### src/rtl/wltp_pkg.sv
`timescale 1ns / 1ps
package wltp_pkg;

  // Fixed field widths.
  localparam int unsigned CNT_W      = 7;
  localparam int unsigned SPACE_W    = 16;
  localparam int unsigned LEAD_W     = 17;
  localparam int unsigned IN_W       = 32;
  localparam int unsigned OUT_W      = 32;
  localparam int unsigned CFG_IDX_W  = 2;
  localparam int unsigned CFG_DATA_W = 17;
  localparam int unsigned STEP_W     = 8;

  // Fit arithmetic widths, bounded by a count of at most 127.
  localparam int unsigned T_W   = 13;  // n(n+1)/2
  localparam int unsigned K6_W  = 19;  // n(n^2-1)/6
  localparam int unsigned KK_W  = 35;  // spacing * K6
  localparam int unsigned M_W   = 25;  // spacing*(n-1) + 2*lead, signed
  localparam int unsigned DEN_W = 42;  // KK * n

  localparam int unsigned WINDOW_MAX_DEF  = 64;
  localparam int unsigned SAMPLE_BITS_DEF = 32;

  localparam logic [CFG_IDX_W-1:0] REG_WINDOW_LEN     = 2'd0;
  localparam logic [CFG_IDX_W-1:0] REG_SAMPLE_SPACING = 2'd1;
  localparam logic [CFG_IDX_W-1:0] REG_LEAD_DISTANCE  = 2'd2;

  typedef enum logic [3:0] {
    ST_IDLE, ST_INSERT, ST_WALK, ST_PREP1, ST_PREP2, ST_MUL_A, ST_PREP3,
    ST_MUL_B, ST_DIV_SETUP, ST_DIV, ST_FINISH
  } state_t;

  typedef enum logic [3:0] {
    OP_NONE, OP_LOAD, OP_INSERT, OP_WALK, OP_PREP1, OP_PREP2, OP_PREP3,
    OP_MUL, OP_DIV_SETUP, OP_DIV, OP_FINISH
  } op_t;

  typedef struct packed {
    op_t              op;
    logic [STEP_W-1:0] step;
  } cmd_t;

  typedef struct packed {
    logic short_win;
    logic walk_last;
    logic mul_last;
    logic div_last;
    logic out_free;
  } stat_t;

endpackage

### src/rtl/wltp_ctrl.sv
`timescale 1ns / 1ps
module wltp_ctrl (
  input  logic           clk,
  input  logic           rst,
  input  logic           in_valid,
  output logic           in_ready,
  input  wltp_pkg::stat_t stat,
  output wltp_pkg::cmd_t  cmd
);
  import wltp_pkg::*;

  state_t            state, state_next;
  logic [STEP_W-1:0] step, step_next;

  always_ff @(posedge clk) begin
    if (rst) begin
      state <= ST_IDLE;
      step  <= '0;
    end else begin
      state <= state_next;
      step  <= step_next;
    end
  end

  always_comb begin
    state_next = state;
    step_next  = step + 1'b1;
    cmd.op     = OP_NONE;
    cmd.step   = step;
    in_ready   = 1'b0;
    case (state)
      ST_IDLE: begin
        in_ready  = 1'b1;
        step_next = '0;
        if (in_valid) begin
          cmd.op     = OP_LOAD;
          state_next = ST_INSERT;
        end
      end
      ST_INSERT: begin
        cmd.op     = OP_INSERT;
        state_next = ST_WALK;
        step_next  = '0;
      end
      ST_WALK: begin
        if (stat.short_win) begin
          state_next = ST_FINISH;
          step_next  = '0;
        end else begin
          cmd.op = OP_WALK;
          if (stat.walk_last) begin
            state_next = ST_PREP1;
            step_next  = '0;
          end
        end
      end
      ST_PREP1: begin
        cmd.op     = OP_PREP1;
        state_next = ST_PREP2;
      end
      ST_PREP2: begin
        cmd.op     = OP_PREP2;
        state_next = ST_MUL_A;
        step_next  = '0;
      end
      ST_MUL_A: begin
        cmd.op = OP_MUL;
        if (stat.mul_last) begin
          state_next = ST_PREP3;
          step_next  = '0;
        end
      end
      ST_PREP3: begin
        cmd.op     = OP_PREP3;
        state_next = ST_MUL_B;
        step_next  = '0;
      end
      ST_MUL_B: begin
        cmd.op = OP_MUL;
        if (stat.mul_last) begin
          state_next = ST_DIV_SETUP;
          step_next  = '0;
        end
      end
      ST_DIV_SETUP: begin
        cmd.op     = OP_DIV_SETUP;
        state_next = ST_DIV;
        step_next  = '0;
      end
      ST_DIV: begin
        cmd.op = OP_DIV;
        if (stat.div_last) begin
          state_next = ST_FINISH;
          step_next  = '0;
        end
      end
      ST_FINISH: begin
        step_next = '0;
        if (stat.out_free) begin
          cmd.op     = OP_FINISH;
          state_next = ST_IDLE;
        end
      end
      default: begin
        state_next = ST_IDLE;
        step_next  = '0;
      end
    endcase
  end

endmodule

### config.mk
export PLATFORM = sky130hd
export DESIGN_NAME = wltp_ctrl
export DESIGN_NICKNAME = d
export VERILOG_FILES = /design/src/rtl/wltp_pkg.sv /design/src/rtl/wltp_ctrl.sv
export SDC_FILE = /design/constraint.sdc
export NUM_CORES = 1
export LEC_CHECK = 0
export BUFFER_PORTS_ARGS = -buffer_cell sky130_fd_sc_hd__clkbuf_2
export CORE_UTILIZATION = 54
export DETAILED_ROUTE_END_ITERATION = 8
export PLACE_DENSITY = 0.87
export SETUP_SLACK_MARGIN = 0.05
export SLEW_MARGIN = 20
export SYNTH_ARGS = -nofsm -noshare
export SYNTH_HDL_FRONTEND = slang
export SYNTH_SLANG_ARGS = --single-unit
### constraint.sdc
create_clock -name clk -period 3 [get_ports clk]
set_input_delay 0.45 -clock clk [delete_from_list [all_inputs] [get_ports clk]]
set_output_delay 0.45 -clock clk [all_outputs]
set_load 0.05 [all_outputs]
== Word level (Yosys, flattened, before mapping) ==
Cells that the tools add are included.
W data, S select, Z words.

* Bits in registers: 12
* Input bits: 8
* Output and inout port bits: 13
* Word-level logic and storage cells: 40

* $add $sub $neg: 1
* Eq/ne operators: 16
* Mux-type cells: 18
* Reduce and logical (&&, ||, !) cells: 3

{| class="wikitable"
|+ Operators by type and width
! operator !! number
|-
| $pmux W4 S11 || 1
|-
| $pmux W4 S10 || 1
|-
| $mux W4 || 8
|-
| $mux W8 || 4
|-
| $pmux W8 S4 || 1
|-
| $eq A4 B3 Y1 const B || 4
|-
| $eq A4 B4 Y1 const B || 3
|-
| $ne A2 B2 Y1 const B || 5
|-
| $add A8 B1 Y8 const B || 1
|-
| $eq A4 B2 Y1 const B || 2
|-
| $reduce_and A6 Y1 || 1
|-
| $eq A4 B1 Y1 const B || 1
|-
| $logic_not A4 Y1 || 1
|-
| $ne A3 B3 Y1 const B || 1
|-
| $mux W1 || 2
|-
| $mux W2 || 1
|-
| $reduce_or A2 Y1 || 1
|}

== Logic depth before layout (Yosys ltp) ==
Gate-level depths: netlist of the first run.

* Depth after elaboration: 4
* Depth in mapped cells: 6
* Gate-level depth less buffers: 5

== Worst setup path before layout of the first run ==
OpenSTA, ideal clock, no wires.

* Path kind: register to output
* From: register state[3]
* To: output in_ready
* Arrival time: 2.188 ns
* Data required time: 2.550 ns
* Path slack: 0.362 ns
* Cell stages (with the launch flop): 4
* Buffers on the path: 2
* Cells stage by stage: dfxtp_1 buf_2 clkbuf_1 nor4_1

* Longest elaborated chain between the ends: 2

{| class="wikitable"
|+ RTL lines
! what !! RTL line !! text
|-
| start, declared || wltp_ctrl.sv:12 || <nowiki>state_t state, state_next;</nowiki>
|-
| start signal, assigned || wltp_ctrl.sv:20 || <nowiki>state <= state_next;</nowiki>
|-
| $logic_not A4 Y1 || wltp_ctrl.sv:31 || <nowiki>case (state)</nowiki>
|-
| $mux W1 || wltp_ctrl.sv:31 ||
|-
| end, declared || wltp_ctrl.sv:6 || <nowiki>output logic in_ready,</nowiki>
|}

Every way passes these cells.

==> results.cfg, run 1 <==
[clocking]
cts_resized = 0
cts-root-buf = clkbuf_4
cts_tree = yes
htreeDepth = 1
hold_buffers = 0
clk_latency_ns = 0.27
clk_path_buf_depth = 2
clock-sinks = 12
clk_pin_slew_ns = 0.08
cts_made_buffers = 3
post_cts_buffers = 0

[pwr]
power_density_nw_per_um2 = 506
peakVddDrop_mv = 0.329
p_leak_nw = 0.339

[synth]
synth_cell_types = 38
synth-seq-cells = 12
synthCells = 95
yosys_warnings = 0
syn_nets = 104
ys_seq_area_share_pct = 29.7
syn-cell-area_sq_um = 810
syn_area_per_cell_sq_um = 8.52

[layout]
area_growth_pct = 14.7
most-common-layout-cells = clkbuf_2 (20), dfxtp_1 (12), nor2_2 (8)
antenna_cells = 0
layout-drive-gt1-share_pct = 36.6
layout_commonest_cell = clkbuf_2
final-seq-area_sq_um = 240
multi_input_area_sq_um = 514
finalNetCount = 122
fill_cells = 111

[routing]
drt_first_pass_iters = 4
drc = 0
drt_first_iter_violations = 14
vias_per_cell = 5.68
routedWlPerCell_um = 13.4
vias = 721
wl_um = 1700
antenna_left = 0

[hold_path]
min-delay-path-class = input port to flop

[setup_path]
max_stage_delay_ns = 0.53
crit_buf_inv = 1
cp_common_cell = a21oi_1
crit_fanout = 17
path_cells = or3b_2 > a21oi_1 > a21oi_1 > o22ai_1 > clkbuf_2
cp-start-kind = flop
required_ns = 2.55
cpLargestDelayFamily = simple AND/OR/NAND/NOR gates
worstSetupPathType = flop to output port
cp-end-kind = output port
crit_arrival_ns = 1.99
cp_slowest_cell = or3b_2

[sta]
max_slew_margin_pct = 59.9
fmax_mhz = 410
skew_ns = 0.000783
tightestPinTransition_ns = 0.601
rsz0062_at_grt = false
setup_viol = 0
drv_slew = 0
finalCritPeriodShare_pct = 81.3
fin_crit_ns = 2.44
setup_tns_ns = 0
hold_violations = 0
holdWs_ns = 0.445

[placed_design]
place_hpwl_um = 1240
routabilityCongestion = 0.811
numPortBuffers = 20

[grt]
grt_overflow = 0
grt_max_degree = 19
grt_pass1_vias = 585
grt_pass1_wl_um = 2480
grt_antenna_before_repair = 0
grt_usage_pct = 22.8

[run]
maxCapViolCount = 0

[floorplan]
dieWidth_um = 40.7
core_area_sq_um = 1350
pin_count = 21
die_area_sq_um = 1660
die_height_um = 40.7
start_util_pct = 60.0
fp-row-count = 13

[status]
status = finished clean
==> kinds of logic (layout without fill, tap and decap cells) <==
kind of cell	after synthesis	after routing	share of synthesized area (%)
AOI/OAI and AO/OA	22	22	18.9
xor gates and xnor gates	6	6	6.49
adders and majority gates	1	1	1.55
buffers and inverters	11	28	6.80
DFF	12	12	29.7
muxes	2	2	2.63
and+or+nand+nor	41	41	34.0
==> Yosys cell counts (all sizes together) <==
cell    number  share of area [%]
a211o        1                2.2
a21oi        7                4.3
a31oi        2                1.5
a32o         1                1.2
and3         1               0.77
and4         1                1.1
buf          4                3.6
clkbuf       4                1.9
dfxtp       12                 30
ha           1                1.5
inv          3                1.4
mux2         1                1.4
mux2i        1                1.2
nand2        3                1.4
nand2b       6                4.6
nand3        3                1.9
nand3b       2                1.9
nor2        13                8.5
nor2b        1               0.77
nor3         2                1.2
nor3b        3                4.2
nor4         2                1.5
nor4b        2                4.0
o211ai       2                1.9
o21a         1               0.93
o21ai        4                2.9
o21ba        1                1.2
o22a         1                1.1
o22ai        2                1.5
or3b         2                2.2
xnor2        4                4.3
xor2         2                2.2
==> cell type report <==
cell class              instances  area share [%]
inverters                       3            1.21
clock buffers                   4            3.91
multi-input cells              72            55.4
flip-flops and latches         12            25.9
repair buffers                 21            11.6
well taps                      15            2.02
==> final timing paths <==
path	endpoint	slack [ns]	cells past startpoint	start
setup / recovery	cmd[8]	0.56	5	state[2]
hold / removal	state[0]	0.45	2	rst
setup reg to reg	step[5]	1.20	4	state[3]
hold reg to reg	step[0]	0.49	1	step[0]
==> stage by stage <==
step	cell area [sq um]	setup slack, ns	power (mW)	utilization, %	cells
floorplan	810	0.362	0.315	-	95
global placement	892	0.900	0.341	66.1	123
detailed placement	892	0.868	0.343	66.1	123
CTS	928	0.585	0.472	68.8	127
global route	928	0.458	0.491	68.8	127
finish	928	0.562	0.470	68.8	127
==> sequential cells by signal (all words and copies together) (netlist names) <==
register / cells
step: 8
state: 4
==> metal layers <==
metal  GRT usage (%)  vias up  wire length (um)
met4            5.00        0                 7
li1                -      373                 -
met3            3.26        2                58
met2            41.3       13               860
met5               0        -                 0
met1            28.3      333               776
==> report_power, final <==
group / leakage [nW] / switching (mW) / internal [mW]
Combinational: 0.220 / 0.0997 / 0.0543
Sequential: 0.0971 / 0.0209 / 0.166
Clock: 0.0210 / 0.0554 / 0.0737
(Power assumes the default switching activity.)
==> run 2, diff against run 1 <==
--- a/config.mk
+++ b/config.mk
@@ -6,9 +6,9 @@
 export NUM_CORES = 1
 export LEC_CHECK = 0
 export BUFFER_PORTS_ARGS = -buffer_cell sky130_fd_sc_hd__clkbuf_2
-export CORE_UTILIZATION = 54
+export CORE_UTILIZATION = 50
 export DETAILED_ROUTE_END_ITERATION = 8
-export PLACE_DENSITY = 0.87
+export PLACE_DENSITY = 0.82
 export SETUP_SLACK_MARGIN = 0.05
 export SLEW_MARGIN = 20
 export SYNTH_ARGS = -nofsm -noshare
==> constraint.sdc (replaced) <==
create_clock -name clk -period 2.3 [get_ports clk]
set_input_delay 0.345 -clock clk [delete_from_list [all_inputs] [get_ports clk]]
set_output_delay 0.345 -clock clk [all_outputs]
set_load 0.05 [all_outputs]
==> run 2 against run 1 <==
Sequential power rose by 26%. Worst hold slack worse by 0.11 ns. Count of clock-buffer cells in the layout stayed put. Final area increased by 2.4%. Critical endpoint unchanged. Largest cell class unchanged.
==> results.cfg, run 2 (synthesis results as in run 1) <==
[clocking]
cts_tree = yes
clock-sinks = 12
cts-root-buf = clkbuf_4
clk_latency_ns = 0.27
cts_made_buffers = 3
post_cts_buffers = 0
cts_resized = 0
hold_buffers = 0
clk_path_buf_depth = 2
htreeDepth = 1
clk_pin_slew_ns = 0.08

[layout]
stdcell_count = 130
finalNetCount = 124
area_growth_pct = 17.5
antenna_cells = 0
fill_cells = 141
top_register = step
layout_commonest_cell = clkbuf_2
largest_registers = step (8), state (4)
most-common-layout-cells = clkbuf_2 (20), dfxtp_1 (12), nor2_2 (8)
fin_area_sq_um = 951
layout-drive-gt1-share_pct = 38.6
largest_reg_flops = 8

[setup_path]
cp-start-kind = flop
cp_slowest_cell = or3b_2
crit_buf_inv = 1
crit_arrival_ns = 1.69
path_cells = or3b_2 > a21oi_1 > a21oi_1 > o22ai_1 > clkbuf_2
required_ns = 1.96
crit_fanout = 2
cp_common_cell = a21oi_1
cp-end-kind = output port
max_stage_delay_ns = 0.44
cpLargestDelayFamily = simple AND/OR/NAND/NOR gates
worstSetupPathType = flop to output port

[grt]
grt_max_degree = 19
grt_pass1_vias = 626
grt_usage_pct = 19.0
grt_overflow = 0
grt_pass1_wl_um = 2670
grt_antenna_before_repair = 0

[sta]
setup_tns_ns = 0
skew_ns = 0.00112
fin_crit_ns = 2.04
tightestPinTransition_ns = 0.587
fin_ws_ns = 0.262
drv_slew = 0
max_slew_margin_pct = 60.8
finalCritPeriodShare_pct = 88.6
hold_violations = 0
setup_viol = 0
fmax_mhz = 491
rsz0062_at_grt = false

[routing]
wl_um = 1610
drt_first_iter_violations = 14
drt_first_pass_iters = 4
vias_per_cell = 5.58
drc = 0
routedWlPerCell_um = 12.3
vias = 726
antenna_left = 0

[pwr]
power_density_nw_per_um2 = 650
peakVddDrop_mv = 0.457
p_leak_nw = 0.351
finalPower_mw = 0.618

[floorplan]
start_util_pct = 53.7
pin_count = 21
die_height_um = 42.2
core_area_sq_um = 1510
die_area_sq_um = 1780
dieWidth_um = 42.2
fp-row-count = 14

[placed_design]
routabilityCongestion = 0.850
dpl_cell_area_sq_um = 915
numPortBuffers = 20
dp_slack_ns = 0.400
dp_cells = 126
place_hpwl_um = 1160

[hold_path]
min-delay-path-class = input port to flop

[run]
maxCapViolCount = 0

[status]
status = finished clean
run 2: final timing paths:
| check | startpoint | end | slack, ns | cells past startpoint |
|---|---|---|---|---|
| max | state[1] | cmd[8] | 0.26 | 5 |
| min reg2reg | step[0] | step[0] | 0.48 | 1 |
| max reg2reg | state[0] | step[4] | 0.58 | 4 |
| min | rst | state[0] | 0.34 | 2 |
run 2: routing by layer:
metal  part of all wire, %  track usage, %  vias up
li1                      -               -      374
met1                    51            27.6      330
met2                    44            27.4       18
met3                   3.6            4.31        4
met4                   1.5            6.88        0
met5                     0               0        -
run 2: through the flow:
| step | util (%) | hold slack, ns |
|---|---|---|
| 6_report | 63.1 | 0.338 |
| 5_1_grt | 63.1 | 0.337 |
| 4_1_cts | 63.1 | 0.340 |
| 3_5_place_dp | 60.7 | 0.461 |
| 3_3_place_gp | 60.7 | 0.454 |
| 2_1_floorplan | - | 0.414 |
run 2: layout make-up:
class | count | area (sq um) | share of cell area (%)
Sequential cell | 12 | 240 | 25.3
Tap cell | 16 | 20.0 | 2.11
Multi-Input combinational cell | 72 | 520 | 54.7
Timing Repair Buffer | 23 | 123 | 12.9
Clock buffer | 4 | 36.3 | 3.82
Inverter | 3 | 11.3 | 1.18
run 2: power by group:
group | leakage (nW) | internal [mW] | switching (mW)
logic | 0.233 | 0.0758 | 0.139
registers | 0.0971 | 0.216 | 0.0191
clock network | 0.0210 | 0.0962 | 0.0717
total | 0.351 | 0.388 | 0.230
